File: src/hdl/sst_pkg.sv
// Shared types and constants for the sorted set table.
// No dependencies; imported by every module of the block.
`default_nettype none

package sst_pkg;

    localparam int SST_CAPACITY = 64;

    // APB address width and the register index of the order bit.
    localparam int  ADDR_W         = 3;
    localparam logic REG_ORDER_DESC = 1'b0;

    typedef enum logic [1:0] {
        CMD_ADD    = 2'd0,
        CMD_REMOVE = 2'd1,
        CMD_SEARCH = 2'd2
    } cmd_t;

    typedef enum logic [1:0] {
        ST_OK   = 2'd0,
        ST_MISS = 2'd1,
        ST_FULL = 2'd2
    } status_t;

    typedef enum logic [1:0] {
        SHIFT_NONE = 2'd0,
        SHIFT_INS  = 2'd1,
        SHIFT_DEL  = 2'd2
    } shift_op_t;

    typedef enum logic {
        S_IDLE = 1'b0,
        S_SRCH = 1'b1
    } state_t;

endpackage

`default_nettype wire

File: src/hdl/sst_search.sv
// Binary search walker: one probe per cycle while active, over the registered
// compare bits of the cell row. Depends on sst_pkg.
`default_nettype none

module sst_search
    import sst_pkg::*;
#(
    parameter int CAPACITY = SST_CAPACITY
)(
    input  wire logic                               clk,
    input  wire logic                               rst_n,
    input  wire logic                               load,
    input  wire logic                               active,
    input  wire logic [$clog2(CAPACITY+1)-1:0]      count,
    input  wire logic [CAPACITY-1:0]                eq_vec,
    input  wire logic [CAPACITY-1:0]                bef_vec,
    output logic                                    done,
    output logic                                    found,
    output logic      [$clog2(CAPACITY+1)-1:0]      pos
);

    localparam int CW = $clog2(CAPACITY+1);
    localparam int IW = $clog2(CAPACITY);

    // Upper bound is kept as right + 1 so it never goes negative.
    logic [CW-1:0] left_reg, left_next;
    logic [CW-1:0] rp1_reg, rp1_next;
    logic [CW:0]   sum;
    logic [CW-1:0] mid;
    logic [IW-1:0] mid_idx;
    logic          in_range;
    logic          hit;

    always_comb
    begin
        in_range = (left_reg < rp1_reg);
        sum      = {1'b0, left_reg} + {1'b0, rp1_reg} - {{CW{1'b0}}, 1'b1};
        mid      = sum[CW:1];
        mid_idx  = mid[IW-1:0];
        hit      = in_range && eq_vec[mid_idx];
        done     = !in_range || hit;
        found    = hit;
        pos      = hit ? mid : left_reg;

        left_next = left_reg;
        rp1_next  = rp1_reg;
        if (load)
        begin
            left_next = '0;
            rp1_next  = count;
        end
        else if (active && in_range && !hit)
        begin
            if (bef_vec[mid_idx])
                rp1_next = mid;
            else
                left_next = mid + CW'(1);
        end
    end

    always_ff @(posedge clk or negedge rst_n)
    begin
        if (!rst_n)
        begin
            left_reg <= '0;
            rp1_reg  <= '0;
        end
        else
        begin
            left_reg <= left_next;
            rp1_reg  <= rp1_next;
        end
    end

endmodule

`default_nettype wire

File: config.mk
export PLATFORM = sky130hd
export DESIGN_NAME = sst_search
export DESIGN_NICKNAME = d
export VERILOG_FILES = /design/src/hdl/sst_pkg.sv /design/src/hdl/sst_search.sv
export SDC_FILE = /design/constraint.sdc
export NUM_CORES = 1
export LEC_CHECK = 0
export ABC_AREA = 0
export BUFFER_PORTS_ARGS = -buffer_cell sky130_fd_sc_hd__clkbuf_2
export CORE_MARGIN = 5
export CORE_UTILIZATION = 42
export DETAILED_ROUTE_END_ITERATION = 8
export GPL_TIMING_DRIVEN = 0
export HOLD_SLACK_MARGIN = 0.12
export PLACE_DENSITY_LB_ADDON = 0.2
export SYNTH_ARGS = -nofsm -noshare
export SYNTH_HDL_FRONTEND = slang
export SYNTH_SLANG_ARGS = --single-unit
File: constraint.sdc
create_clock -name clk -period 4.2 [get_ports clk]
set_input_delay 0.42 -clock clk [delete_from_list [all_inputs] [get_ports clk]]
set_output_delay 0.42 -clock clk [all_outputs]
set_load 0.01 [all_outputs]
==> key figures <==
Floorplan
  – Core area: 0.006386 mm^2
  – Die H: 91.11 um
  – I/O pin cnt: 148
  – Die width: 91.11 um
  – Starting Density: 43.26%
  – Die area: 0.008300 mm^2
  – Rows: 29

Final layout
  – Most common cell after layout, fill and taps aside: clkbuf_2
  – Antenna diodes: 0
  – Final Util: 64.34%
  – Finished Layout Cells: 526
  – Share of post-route cells with drive strength above 1: 60.80%
  – Final nets: 611
  – Area Overhead vs Synth: 48.73%
  – Commonest non-fill, non-tap cells in the layout: clkbuf_2 (144), mux4_2 (26), buf_4 (26), inv_1 (24)

Route
  – Number of iterations in the first detailed-routing pass: 4
  – Initial DRC Count: 101
  – DR vias/cell: 5.605
  – Avg WL per Cell: 17.12 um
  – Detailed Route WL: 9005 um
  – Vias: 2,948
  – Post-route DRC: 0
  – Final ANT Viol Nets: 0

GRT
  – GRT Util Overall: 21.25%
  – Total grt overflow: 0
  – Vias in the first global route: 3,159
  – Largest net degree at the start of global routing: 15
  – First-pass GRT wire length: 14,670 um
  – Initial antenna violation count: 0

Yosys
  – Cell Area, Synth: 0.002763 mm^2
  – Simple-Gate Fraction of Synth Area: 10.87%
  – Synth Register Bits: 14
  – Main combinational cell family by area after synthesis: multiplexers
  – Syn Nets: 427
  – Post-synthesis mux area share: 33.42%
  – Post-synthesis xor/xnor area fraction: 3.397%
  – Netlist cell types: 65
  – Adder-cell share of the synthesized area: 9.783%
  – Sequential share of the synthesized area: 12.68%
  – Compound-Gate Fraction of Synth Area: 20.15%
  – Synth Instances: 267
  – Syn Area/Cell: 10.35 um^2
  – Synth warn: 0

Worst setup path
  – Worst Path Required: 3.78 ns
  – Critical Path, Cell by Cell: inv_2 > ha_4 > inv_4 > ha_4 > inv_2 > fa_2 > inv_4 > buf_12 > buf_4 > mux4_2 > mux2i_2 > a211oi_4 > nor3_2 > nor2_1 > nand2_2 > mux2i_1 > clkbuf_2
  – CP startpoint kind: register
  – WP data arrival: 3.91 ns
  – Critical-path top delay cell: fa_2
  – Critical path class: register to primary output
  – Largest stage delay, worst path: 0.68 ns
  – Critical path capture point type: primary output
  – CP max FO: 7
  – Reg2Reg Setup Slack: 0.13 ns

STA
  – Fmax: 230.9 MHz
  – Relative slew slack: 48.49%
  – Worst Tran Pin Value: 0.7727 ns
  – RSZ-0062 raised after global routing: true
  – Final Max Tran Viols: 0
  – Final hold violation count: 0
  – Period utilization: 103.1%
  – Final setup vio count: 7
  – Max Clock Skew: 0.0009663 ns
  – Period minus WS final: 4.331 ns
  – Setup ws final: -0.1311 ns

Place
  – Routability cong.: 0.9296
  – PortBufs: 147
  – Placed insts: 491
  – Post-DP HPWL: 7133 um

CTS
  – Clock sink count: 14
  – CTS max path bufs: 2
  – CTS buffer count: 3
  – H-tree depth: 1
  – Clk pin slew, worst setup/hold paths: 0.06 ns
  – CTS Root Cell: clkbuf_8
  – Clk_lat worst skew: 0.25 ns
  – CTS tree: built

Run
  – Max-Cap Viols: 0

Min path
  – Worst hold path type: input pin to register

Status
  – Violated checks: setup timing
  – Status: finished, violations left
[metrics by stage]
stage	worst slack (ns)	hold WS, ns	cell area (um^2)	setup TNS, ns
6_report	-0.1311	0.3878	4109	-0.7670
5_1_grt	-0.3181	0.3947	4109	-1.832
4_1_cts	-0.1026	0.3859	3998	-0.5252
3_5_place_dp	-0.3896	0.3526	3595	-2.334
3_3_place_gp	-0.3676	0.3495	3595	-2.022
2_1_floorplan	0.1347	0.1244	2763	0
[cell usage after synthesis (all sizes together)]
library cell	number	area share, %
nor3b	2	0.54
a311o	1	0.41
o211ai	1	0.27
inv	29	3.9
a21oi	17	3.1
o22a	1	0.36
a211oi	9	3.5
a2111oi	3	1.6
a21boi	1	0.27
o22ai	1	0.23
o31ai	1	0.27
nor2	7	1.2
a21o	3	0.86
xnor2	7	2.5
or3	2	0.63
o31a	1	0.32
a31o	2	0.63
a22oi	1	0.77
fa	1	0.72
a2bb2oi	1	0.32
o41ai	1	0.32
nand2	7	1.3
and2	2	0.50
nor3	5	1.1
nor2b	5	1.1
a31oi	5	1.1
and3	7	1.6
and3b	1	0.36
a221o	2	0.77
a221oi	1	0.32
mux2i	21	7.6
dfrtp	14	13
ha	20	9.1
buf	12	4.4
o21ai	17	3.4
clkbuf	4	1.3
nand3	10	1.8
xor2	2	0.91
or2	1	0.23
mux2	4	1.6
mux4	29	24
o21a	2	0.59
o211a	2	0.72
nand2b	2	0.45
[worst max-delay path: cells and delay by family (launching register included)]
family                   cells  cell delay, ns
buffers and inverters        7            0.69
multiplexers                 3            0.94
AND/OR/NAND/NOR              3            0.50
AO/OA/AOI/OAI                1            0.09
adder cells (fa/ha/maj)      3            1.00
flip-flops                   1            0.41
[path summary, 6_finish.rpt]
kind,startpoint,endpoint,depth (start not counted)
max in group asynchronous,rst_n,left_reg[2],2
worst min register to register,rp1_reg[2],rp1_reg[2],2
min in group asynchronous,rst_n,rp1_reg[2],2
worst max register to register,rp1_reg[1],left_reg[3],18
worst min-delay path,count[1],rp1_reg[1],3
worst max-delay path,rp1_reg[1],pos[3],17
[final cells by class]
class                           instances  area, um^2
Fill cell                             541        2277
Multi-Input combinational cell        208        2275
Timing Repair Buffer                  179        1055
Sequential cell                        14       350.3
Buffer                                 16       177.7
Inverter                               29       113.9
Tap cell                               77       96.34
Clock buffer                            3       41.29
[routing by layer]
layer / routed length, um / global-route usage, % / vias to the layer above
met5: 0 / 0 / -
met1: 3480 / 25.54 / 1408
met2: 4788 / 39.90 / 130
met3: 626 / 3.802 / 12
li1: - / - / 1398
met4: 109 / 3.301 / 0
[cell families (layout without fill, tap and decap cells)]
| logic type | after synthesis | in the layout |
|---|---|---|
| AOI/OAI and AO/OA | 73 | 73 |
| xor gates and xnor gates | 9 | 9 |
| adders and majority gates | 21 | 21 |
| buffers and inverters | 45 | 227 |
| DFF | 14 | 14 |
| muxes | 54 | 54 |
| and+or+nand+nor | 51 | 51 |
[timing repair]
item	in CTS	in global routing
endpoints found under the setup margin	15	19
gates cloned	2	0
hold endpoints to repair	14	0
setup buffers	23	6
resized for setup	33	14
pin swaps	10	4
hold buffers	1	0
Power is not shown: default switching activity piles up to over one toggle a cycle in this logic, so the estimate is an artifact.
