<file path="src/hdl/sst_pkg.sv">
// Shared types and constants for the sorted set table.
// No dependencies; imported by every module of the block.
`default_nettype none

package sst_pkg;

    localparam int SST_CAPACITY = 64;

    // APB address width and the register index of the order bit.
    localparam int  ADDR_W         = 3;
    localparam logic REG_ORDER_DESC = 1'b0;

    typedef enum logic [1:0] {
        CMD_ADD    = 2'd0,
        CMD_REMOVE = 2'd1,
        CMD_SEARCH = 2'd2
    } cmd_t;

    typedef enum logic [1:0] {
        ST_OK   = 2'd0,
        ST_MISS = 2'd1,
        ST_FULL = 2'd2
    } status_t;

    typedef enum logic [1:0] {
        SHIFT_NONE = 2'd0,
        SHIFT_INS  = 2'd1,
        SHIFT_DEL  = 2'd2
    } shift_op_t;

    typedef enum logic {
        S_IDLE = 1'b0,
        S_SRCH = 1'b1
    } state_t;

endpackage

`default_nettype wire

</file>
<file path="src/hdl/sst_cell.sv">
// One storage cell of the sorted set table: holds one entry, compares it
// against the probe value and shifts with its neighbors. Depends on sst_pkg.
`default_nettype none

module sst_cell
    import sst_pkg::*;
#(
    parameter int IW  = 6,
    parameter int IDX = 0
)(
    input  wire logic            clk,
    input  wire logic            compare_en,
    input  wire logic [31:0]     probe,
    input  wire logic            order_desc,
    input  wire shift_op_t       shift_op,
    input  wire logic [IW-1:0]   shift_pos,
    input  wire logic [31:0]     key,
    input  wire logic [31:0]     left_data,
    input  wire logic [31:0]     right_data,
    output logic      [31:0]     entry,
    output logic                 eq,
    output logic                 bef
);

    localparam logic [IW-1:0] MY_IDX = IW'(IDX);

    logic [31:0] entry_reg, entry_next;
    logic        eq_reg, eq_next;
    logic        bef_reg, bef_next;

    always_comb
    begin
        entry_next = entry_reg;
        case (shift_op)
            SHIFT_INS:
            begin
                if (MY_IDX > shift_pos)
                    entry_next = left_data;
                else if (MY_IDX == shift_pos)
                    entry_next = key;
            end
            SHIFT_DEL:
            begin
                if (MY_IDX >= shift_pos)
                    entry_next = right_data;
            end
            default: entry_next = entry_reg;
        endcase
    end

    // Probe goes before entry under the current order.
    always_comb
    begin
        eq_next  = eq_reg;
        bef_next = bef_reg;
        if (compare_en)
        begin
            eq_next  = (probe == entry_reg);
            bef_next = order_desc ? ($signed(probe) > $signed(entry_reg))
                                  : ($signed(probe) < $signed(entry_reg));
        end
    end

    always_ff @(posedge clk)
    begin
        entry_reg <= entry_next;
        eq_reg    <= eq_next;
        bef_reg   <= bef_next;
    end

    assign entry = entry_reg;
    assign eq    = eq_reg;
    assign bef   = bef_reg;

endmodule

`default_nettype wire

</file>
<file path="config.mk">
export PLATFORM = sky130hd
export DESIGN_NAME = sst_cell
export DESIGN_NICKNAME = d
export VERILOG_FILES = /design/src/hdl/sst_pkg.sv /design/src/hdl/sst_cell.sv
export SDC_FILE = /design/constraint.sdc
export NUM_CORES = 1
export LEC_CHECK = 0
export ABC_AREA = 0
export BUFFER_PORTS_ARGS = -buffer_cell sky130_fd_sc_hd__buf_2
export CORE_ASPECT_RATIO = 2
export CORE_MARGIN = 2
export CORE_UTILIZATION = 35
export CTS_CLUSTER_DIAMETER = 60
export DETAILED_ROUTE_END_ITERATION = 8
export PLACE_DENSITY = 0.77
export SLEW_MARGIN = 15
export SYNTH_ARGS = -nofsm -noshare
export SYNTH_HDL_FRONTEND = slang
export SYNTH_SLANG_ARGS = --single-unit
</file>
<file path="constraint.sdc">
create_clock -name clk -period 10.6 [get_ports clk]
set_clock_uncertainty 0.2 [all_clocks]
set_input_delay 2.12 -clock clk [delete_from_list [all_inputs] [get_ports clk]]
set_output_delay 2.12 -clock clk [all_outputs]
set_load 0.01 [all_outputs]
</file>
==> results of run 1 <==
[cell type report]
class,count,area share
clock buffers,6,0.03931
clock inverters,2,0.002672
inverters,34,0.03893
multi-input cells,121,0.3557
flip-flops and latches,34,0.3115
well taps,88,0.03359
repair buffers,142,0.2183
[tightest hold or removal path, cell delays in order (launching register included)]
cell	delay, ns
edfxtp_1	0.34
ha_1	0.13
and4_1	0.17
nand3_1	0.09
inv_1	0.07
[power breakdown]
part           internal [mW]  switching [mW]  total (mW)
Clock                 0.0857          0.0515       0.137
Combinational         0.0312          0.0203      0.0515
Sequential             0.151        0.000506       0.151
[per-stage QoR]
step / cells / hold WS [ns] / setup slack [ns]
5_1_grt: 427 / 0.7867 / 6.474
6_report: 427 / 0.7061 / 6.679
4_1_cts: 427 / 0.7202 / 6.649
2_1_floorplan: 193 / 0.7178 / 4.141
3_3_place_gp: 419 / 0.6980 / 6.368
3_5_place_dp: 419 / 0.7012 / 6.346
[synth_stat cells]
cell	number
and4_2	1
or4_1	1
edfxtp_1	34
o211ai_1	1
a22oi_1	1
a2111oi_4	1
o21ai_1	1
nor2_1	3
inv_1	34
o211a_1	1
a21boi_1	1
nor4_1	2
mux2_2	30
a21oi_2	2
buf_2	3
o31ai_4	1
nand2b_1	1
mux2_1	2
nand4_1	4
a21oi_1	11
nand3_1	5
o21ai_0	2
and4_1	2
xnor2_1	1
and4bb_1	1
nand2_1	5
a221o_1	2
and2_1	1
ha_1	32
a21o_1	3
clkbuf_1	1
nor2b_1	3
[cells by family after synthesis]
logic type,synth area share
and+or+nand+nor,0.07390
muxes,0.1553
adders and majority gates,0.1726
xor gates and xnor gates,0.003776
DFF,0.4401
AOI/OAI and AO/OA,0.09116
buffers and inverters,0.06310
[layer usage]
layer	track usage	vias up
li1	-	997
met1	0.1589	867
met2	0.2592	119
met3	0.06623	7
met4	0.05585	0
met5	0	-
[worst paths after layout]
path	cells after the start	slack, ns	from	endpoint
setup / recovery	8	6.68	probe[14]	bef
hold / removal	4	0.71	entry[0]	eq
setup reg to reg	8	8.22	entry[14]	bef
hold reg to reg	4	0.71	entry[0]	eq
==> impl_metrics.yaml, run 1 <==
finish:
  final_nets: 509
  n_antenna_cell: 0
  utilization: 0.5031
  final_area_mm2: 0.003278
  multi_input_area_mm2: 0.001166
  drive_gt1_frac: 0.5457
  n_fill_cell: 665
  syn_to_final_growth_pct: 41.32
  final_common_cell: "buf_2"
  largest_reg_flops: 32
  regArea_mm2: 0.001021
  final_cell_mix: "buf_2 (140), inv_1 (34), edfxtp_1 (34)"
yosys:
  synth_seq_cells: 34
  synth_top_area_frac: 0.4401
  synth_fp_nets: 364
  synth_area_leaders: "edfxtp_1 (44%), ha_1 (17%), mux2_2 (15%)"
  synth_cell_types: 32
  yosysWarnings: 0
  synth.cell_area_mm2: 0.002320
  ys_seq_area_frac: 0.4401
  yosys.area.top_type: "edfxtp_1"
  syn_avg_cell_area_um2: 12.02
  syn_inst: 193
sta:
  setup_viol: 0
  worstMarginPinSlew_ns: 0.8895
  min_period_over_period: 0.3699
  slew_headroom: 0.4057
  max_freq_mhz: 255.0
  setup_tns_ns: 0
  rsz0062_at_grt: "no"
  final-hold-violation-count: 0
  drv_slew: 0
  min_period_ns: 3.921
critical_path:
  crit_path_max_incr_delay_ns: 0.43
  critPathSlowestCell: "nor4_1"
  worst_setup_path_end_kind: "flop"
  cp_max_fo: 3
  crit_type: "input port to flop"
  critPathArrivalTime_ns: 3.75
  crit_buf_inv: 1
  path_cells: "buf_2 > ha_1 > nand4_1 > nor4_1 > a21boi_1 > o31ai_4 > a22oi_1 > nor2_1"
  cp.required_ns: 10.43
  startpoint_type: "input port"
  critPathTopFamily: "simple AND/OR/NAND/NOR gates"
pwr:
  finalPower_mw: 0.3399
  leakage_nw: 1.633
  vdd_drop_max_uv: 120.1
  p_per_area_mw_per_mm2: 103.7
clock_network:
  clock_latency_ns: 0.28
  root_buffer: "clkbuf_16"
  clock_path_buffers: 2
  cts_max_level: 2
  cts.hold.buffers_added: 0
  cts_setup_buffers: 0
  clock-sinks: 34
  clk_pin_slew_ns: 0.05
  ctsResizeCount: 0
  numCtsBuffers: 5
  cts_tree: "done"
floorplanning:
  die-area_mm2: 0.007334
  ioPinCount: 173
  die_height_um: 119.1
  core-area_mm2: 0.006516
  start_util: 0.3560
  row_count: 42
  die_x_um: 61.57
detailed_routing:
  wirelength_mm: 5.324
  wl_met1_mm: 1.976
  highest_layer: "met4"
  firstDrtPassIters: 4
  wl_per_cell_um: 12.47
  routed-wl-met2_mm: 2.539
  drt.antenna.violating_nets: 0
  dr_total_vias: 1990
  vias_per_cell: 4.660
  route.met3.wl_um: 710
  drt_iter0_drc: 35
  drc: 0
hold_path:
  hold_path.class: "flop to flop"
run_status:
  status: "finished clean"
global_route:
  grt_usage: 0.1527
  gr-total-overflow: 0
  grt_pass1_wl_mm: 8.355
  grt_pass1_vias: 2008
  grt_max_degree: 33
  antenna_found_initial: 0
place:
  gp_congestion: 0.7231
  post-dp-hpwl_mm: 4.474
  numPortBuffers: 140
  placed_cell_area_mm2: 0.003141
job:
  drv_cap: 0
(Power assumes the default switching activity.)
==> inputs of run 2 (changes only) <==
--- a/config.mk
+++ b/config.mk
@@ -12,7 +12,7 @@
 export CORE_UTILIZATION = 35
 export CTS_CLUSTER_DIAMETER = 60
 export DETAILED_ROUTE_END_ITERATION = 8
-export PLACE_DENSITY = 0.77
+export PLACE_DENSITY = 0.8
 export SLEW_MARGIN = 15
 export SYNTH_ARGS = -nofsm -noshare
 export SYNTH_HDL_FRONTEND = slang
==> constraint.sdc (replaced) <==
create_clock -name clk -period 3.35 [get_ports clk]
set_clock_uncertainty 0.2 [all_clocks]
set_input_delay 0.67 -clock clk [delete_from_list [all_inputs] [get_ports clk]]
set_output_delay 0.67 -clock clk [all_outputs]
set_load 0.01 [all_outputs]
==> impl_metrics.yaml, run 2 (synthesis gave the netlist of run 1 again) <==
clock_network:
  cts_max_level: 2
  clock_path_buffers: 2
  numCtsBuffers: 5
  cts.hold.buffers_added: 0
  cts_setup_buffers: 0
  clk_pin_slew_ns: 0.05
  ctsResizeCount: 0
  clock_latency_ns: 0.28
  cts_tree: "done"
  clock-sinks: 34
  root_buffer: "clkbuf_16"
pwr:
  p_int_mw: 0.9283
  switchingPower_mw: 0.2392
  pwr-share-comb: 0.143
  leakage_nw: 1.653
  p_per_area_mw_per_mm2: 350.0
  pwr-share-seq: 0.409
  vdd_drop_max_uv: 431.4
  switching_share: 0.2049
  pwr-share-clk: 0.447
floorplanning:
  core-area_mm2: 0.006516
  die-area_mm2: 0.007334
  row_count: 42
  start_util: 0.3560
  die_height_um: 119.1
  ioPinCount: 173
  die_x_um: 61.57
detailed_routing:
  drt.antenna.violating_nets: 0
  vias_per_cell: 4.600
  dr_total_vias: 1969
  firstDrtPassIters: 4
  wirelength_mm: 5.529
  drc: 0
  wl_per_cell_um: 12.92
  drt_iter0_drc: 31
sta:
  min_period_ns: 2.492
  setup_tns_ns: 0
  min_period_over_period: 0.7438
  final-hold-violation-count: 0
  rsz0062_at_grt: "no"
  max_freq_mhz: 401.3
  worstMarginPinSlew_ns: 0.4550
  drv_slew: 0
  setup_viol: 0
  slew_headroom: 0.6960
global_route:
  gr-total-overflow: 0
  grt_pass1_vias: 2084
  antenna_found_initial: 0
  grt_max_degree: 24
  grt_usage: 0.1605
  grt_pass1_wl_mm: 8.666
critical_path:
  worst_setup_path_end_kind: "flop"
  cp_max_fo: 3
  critPathSlowestCell: "a221o_1"
  crit_path_max_incr_delay_ns: 0.39
  startpoint_type: "input port"
  cp.required_ns: 3.19
  crit_type: "input port to flop"
  critPathArrivalTime_ns: 2.33
  path_cells: "buf_2 > ha_1 > a21oi_2 > o21ai_1 > a221o_1 > a2111oi_4 > o211a_1 > nor2_1"
place:
  post-dp-hpwl_mm: 4.803
  numPortBuffers: 140
  gp_congestion: 0.7626
  placed_cell_area_mm2: 0.003169
  numPlacedInstances: 420
finish:
  n_fill_cell: 636
  drive_gt1_frac: 0.5500
  final_area_mm2: 0.003336
  final_nets: 510
  final_common_cell: "buf_2"
  n_antenna_cell: 0
  regArea_mm2: 0.001021
  final_cell_mix: "buf_2 (140), inv_1 (34), edfxtp_1 (34)"
  fin_cells: 428
  syn_to_final_growth_pct: 43.80
  multi_input_area_mm2: 0.001175
  largest_reg_flops: 32
job:
  drv_cap: 0
run_status:
  status: "finished clean"
hold_path:
  hold_path.class: "input port to flop"
==> run 2: changes by cell type in the layout (fill, tap and decap cells not counted) <==
cell	previous run	this run
clkinv_1	1	0
nor4_2	1	0
buf_12	0	1
bufinv_16	0	1
clkinv_2	1	0
nor4_4	0	1
clkinvlp_4	0	1
==> run 2: worst paths after layout <==
kind,to,depth (start not counted),startpoint,slack (ns)
max,bef,8,probe[19],0.86
min,eq,1,compare_en,0.41
min reg2reg,eq,4,entry[0],0.71
max reg2reg,bef,8,entry[19],0.97
==> run 2: metrics by stage <==
stage / setup slack (ns) / hold WS, ns / total power [mW] / utilization
detailed placement: 0.5373 / 0.6963 / 0.6565 / 0.4864
CTS: 0.8415 / 0.3984 / 1.188 / 0.5119
floorplan: 0.3672 / 0.5825 / 0.5714 / -
global placement: 0.5783 / 0.6926 / 0.6497 / 0.4864
finish: 0.8581 / 0.4083 / 1.168 / 0.5119
global route: 0.7032 / 0.4003 / 1.223 / 0.5119
==> run 2: area by class of cell <==
| class | instances | area share |
|---|---|---|
| clock buffer | 6 | 0.03863 |
| clock inverter | 2 | 0.01125 |
| inverter | 34 | 0.03826 |
| multi-input combinational | 121 | 0.3522 |
| sequential | 34 | 0.3061 |
| tap | 88 | 0.03301 |
| timing repair buffer | 143 | 0.2206 |
==> run 2: worst max-delay path: cells and delay by family <==
kind	cells	cell delay [ns]
adders and majority gates	1	0.33
AOI/OAI and AO/OA	5	1.18
buffers and inverters	1	0.10
and+or+nand+nor	1	0.03
==> run 2: routing by layer <==
layer / global-route usage / wire length (um)
met1: 0.1678 / 1972
met3: 0.07383 / 729
met2: 0.2645 / 2717
met5: 0 / 0
met4: 0.06782 / 110
==> run 2: power groups by stage <==
| stage | Sequential [mW] | Combinational, mW | Clock (mW) |
|---|---|---|---|
| 6_report | 0.478 | 0.167 | 0.522 |
| 3_3_place_gp | 0.487 | 0.163 | 0 |
| 5_1_grt | 0.478 | 0.189 | 0.555 |
| 3_5_place_dp | 0.487 | 0.170 | 0 |
| 4_1_cts | 0.478 | 0.171 | 0.539 |
| 2_1_floorplan | 0.489 | 0.0822 | 0 |
==> inputs of run 3 (changes only) <==
--- a/config.mk
+++ b/config.mk
@@ -12,7 +12,7 @@
 export CORE_UTILIZATION = 35
 export CTS_CLUSTER_DIAMETER = 60
 export DETAILED_ROUTE_END_ITERATION = 8
-export PLACE_DENSITY = 0.8
+export PLACE_DENSITY = 0.77
 export SLEW_MARGIN = 15
 export SYNTH_ARGS = -nofsm -noshare
 export SYNTH_HDL_FRONTEND = slang
==> constraint.sdc (replaced) <==
create_clock -name clk -period 2.6 [get_ports clk]
set_clock_uncertainty 0.2 [all_clocks]
set_input_delay 0.52 -clock clk [delete_from_list [all_inputs] [get_ports clk]]
set_output_delay 0.52 -clock clk [all_outputs]
set_load 0.01 [all_outputs]
==> impl_metrics.yaml, run 3 (synthesis gave the netlist of run 1 again) <==
critical_path:
  crit_type: "flop to flop"
  cp_max_fo: 3
  worst_setup_path_end_kind: "flop"
  startpoint_type: "flop"
  path_cells: "inv_1 > ha_1 > a21oi_2 > o21ai_1 > a221o_1 > a2111oi_4 > o211a_1 > nor2_1"
  critPathSlowestCell: "a221o_1"
  crit_path_max_incr_delay_ns: 0.40
  crit_buf_inv: 1
  cp.required_ns: 2.43
  critPathTopFamily: "compound AO/OA/AOI/OAI gates"
  critPathArrivalTime_ns: 2.23
finish:
  regArea_mm2: 0.001021
  n_antenna_cell: 0
  n_fill_cell: 654
  utilization: 0.5104
  multi_input_area_mm2: 0.001179
  final_common_cell: "buf_2"
  fin_cells: 430
  largest_reg_flops: 32
  final_nets: 512
  drive_gt1_frac: 0.5526
  final_cell_mix: "buf_2 (140), inv_1 (34), edfxtp_1 (34)"
  syn_to_final_growth_pct: 43.37
pwr:
  switchingPower_mw: 0.2933
  p_per_area_mw_per_mm2: 416.9
  switching_share: 0.2115
  vdd_drop_max_uv: 386.6
  pwr-share-seq: 0.445
  leakage_nw: 1.655
  pwr-share-comb: 0.155
  pwr-share-clk: 0.400
  p_int_mw: 1.093
  finalPower_mw: 1.387
place:
  gp_congestion: 0.7118
  numPortBuffers: 140
  post-dp-hpwl_mm: 4.580
  numPlacedInstances: 422
sta:
  rsz0062_at_grt: "no"
  setup_viol: 0
  final-hold-violation-count: 0
  min_period_ns: 2.402
  hold_ws_ns: 0.2568
  worstMarginPinSlew_ns: 0.3077
  max_freq_mhz: 416.4
  slew_headroom: 0.7933
  min_period_over_period: 0.9237
  drv_slew: 0
global_route:
  grt_max_degree: 24
  antenna_found_initial: 0
  grt_usage: 0.1458
  grt_pass1_vias: 1922
  gr-total-overflow: 0
  grt_pass1_wl_mm: 7.859
hold_path:
  hold_path.class: "input port to flop"
clock_network:
  clk_pin_slew_ns: 0.05
  root_buffer: "clkbuf_16"
  cts_tree: "done"
  numCtsBuffers: 5
  clock_path_buffers: 2
  cts_setup_buffers: 0
  clock_latency_ns: 0.28
  cts.hold.buffers_added: 0
  clock-sinks: 34
  cts_max_level: 2
  ctsResizeCount: 0
run_status:
  status: "finished clean"
floorplanning:
  die_x_um: 61.57
  row_count: 42
  start_util: 0.3560
  die-area_mm2: 0.007334
  ioPinCount: 173
  core-area_mm2: 0.006516
  die_height_um: 119.1
detailed_routing:
  wirelength_mm: 5.225
  wl_per_cell_um: 12.15
  drt.antenna.violating_nets: 0
  drt_iter0_drc: 29
  drc: 0
  vias_per_cell: 4.563
  firstDrtPassIters: 4
  dr_total_vias: 1962
job:
  drv_cap: 0
run 3: cell count changes in the layout (fill, tap and decap cells not counted), sizes merged:
| cell | previous run | this run |
|---|---|---|
| buf | 143 | 145 |
| clkinv | 0 | 2 |
| bufinv | 1 | 0 |
| clkinvlp | 1 | 0 |
run 3: worst register-to-register path, stage by stage, from the launching register on:
cell and delay, ns:
edfxtp_1 0.38, inv_1 0.08, ha_1 0.26, a21oi_2 0.14, o21ai_1 0.08, a221o_1 0.40
a2111oi_4 0.39, o211a_1 0.20, nor2_1 0.03
run 3: path summary, 6_finish.rpt:
path	start	end	slack, ns	cells after the start
setup / recovery	entry[19]	bef	0.20	8
hold / removal	compare_en	eq	0.26	1
setup reg to reg	entry[19]	bef	0.20	8
hold reg to reg	entry[0]	eq	0.70	4
run 3: through the flow:
stage / instance area (um2) / setup WS [ns] / setup TNS, ns
final: 3326 / 0.1984 / 0
after global routing: 3326 / 0.09337 / 0
after CTS: 3326 / 0.1831 / 0
after detailed placement: 3188 / -0.04505 / -0.04505
after global placement: 3188 / -0.01388 / -0.01388
after floorplan: 2338 / -0.1930 / -6.176
run 3: final cells by class:
| class | instances | area share |
|---|---|---|
| Clock buffer | 6 | 0.03875 |
| Clock inverter | 2 | 0.002634 |
| Inverter | 34 | 0.03837 |
| Multi-Input combinational cell | 121 | 0.3544 |
| Sequential cell | 34 | 0.3070 |
| Tap cell | 88 | 0.03311 |
| Timing Repair Buffer | 145 | 0.2257 |
run 3: power by group through the flow:
stage | clock (mW) | combinational (mW) | sequential [mW]
after floorplan | 0 | 0.106 | 0.630
after global placement | 0 | 0.211 | 0.627
after detailed placement | 0 | 0.218 | 0.627
after CTS | 0.575 | 0.219 | 0.616
after global routing | 0.595 | 0.242 | 0.616
final | 0.555 | 0.215 | 0.617
run 3: routing by layer:
layer / part of all wire / track usage / vias up
met3: 0.12 / 0.05755 / 6
met5: 0 / 0 / -
met2: 0.49 / 0.2441 / 118
li1: - / - / 1002
met4: 0.020 / 0.05984 / 0
met1: 0.37 / 0.1554 / 836
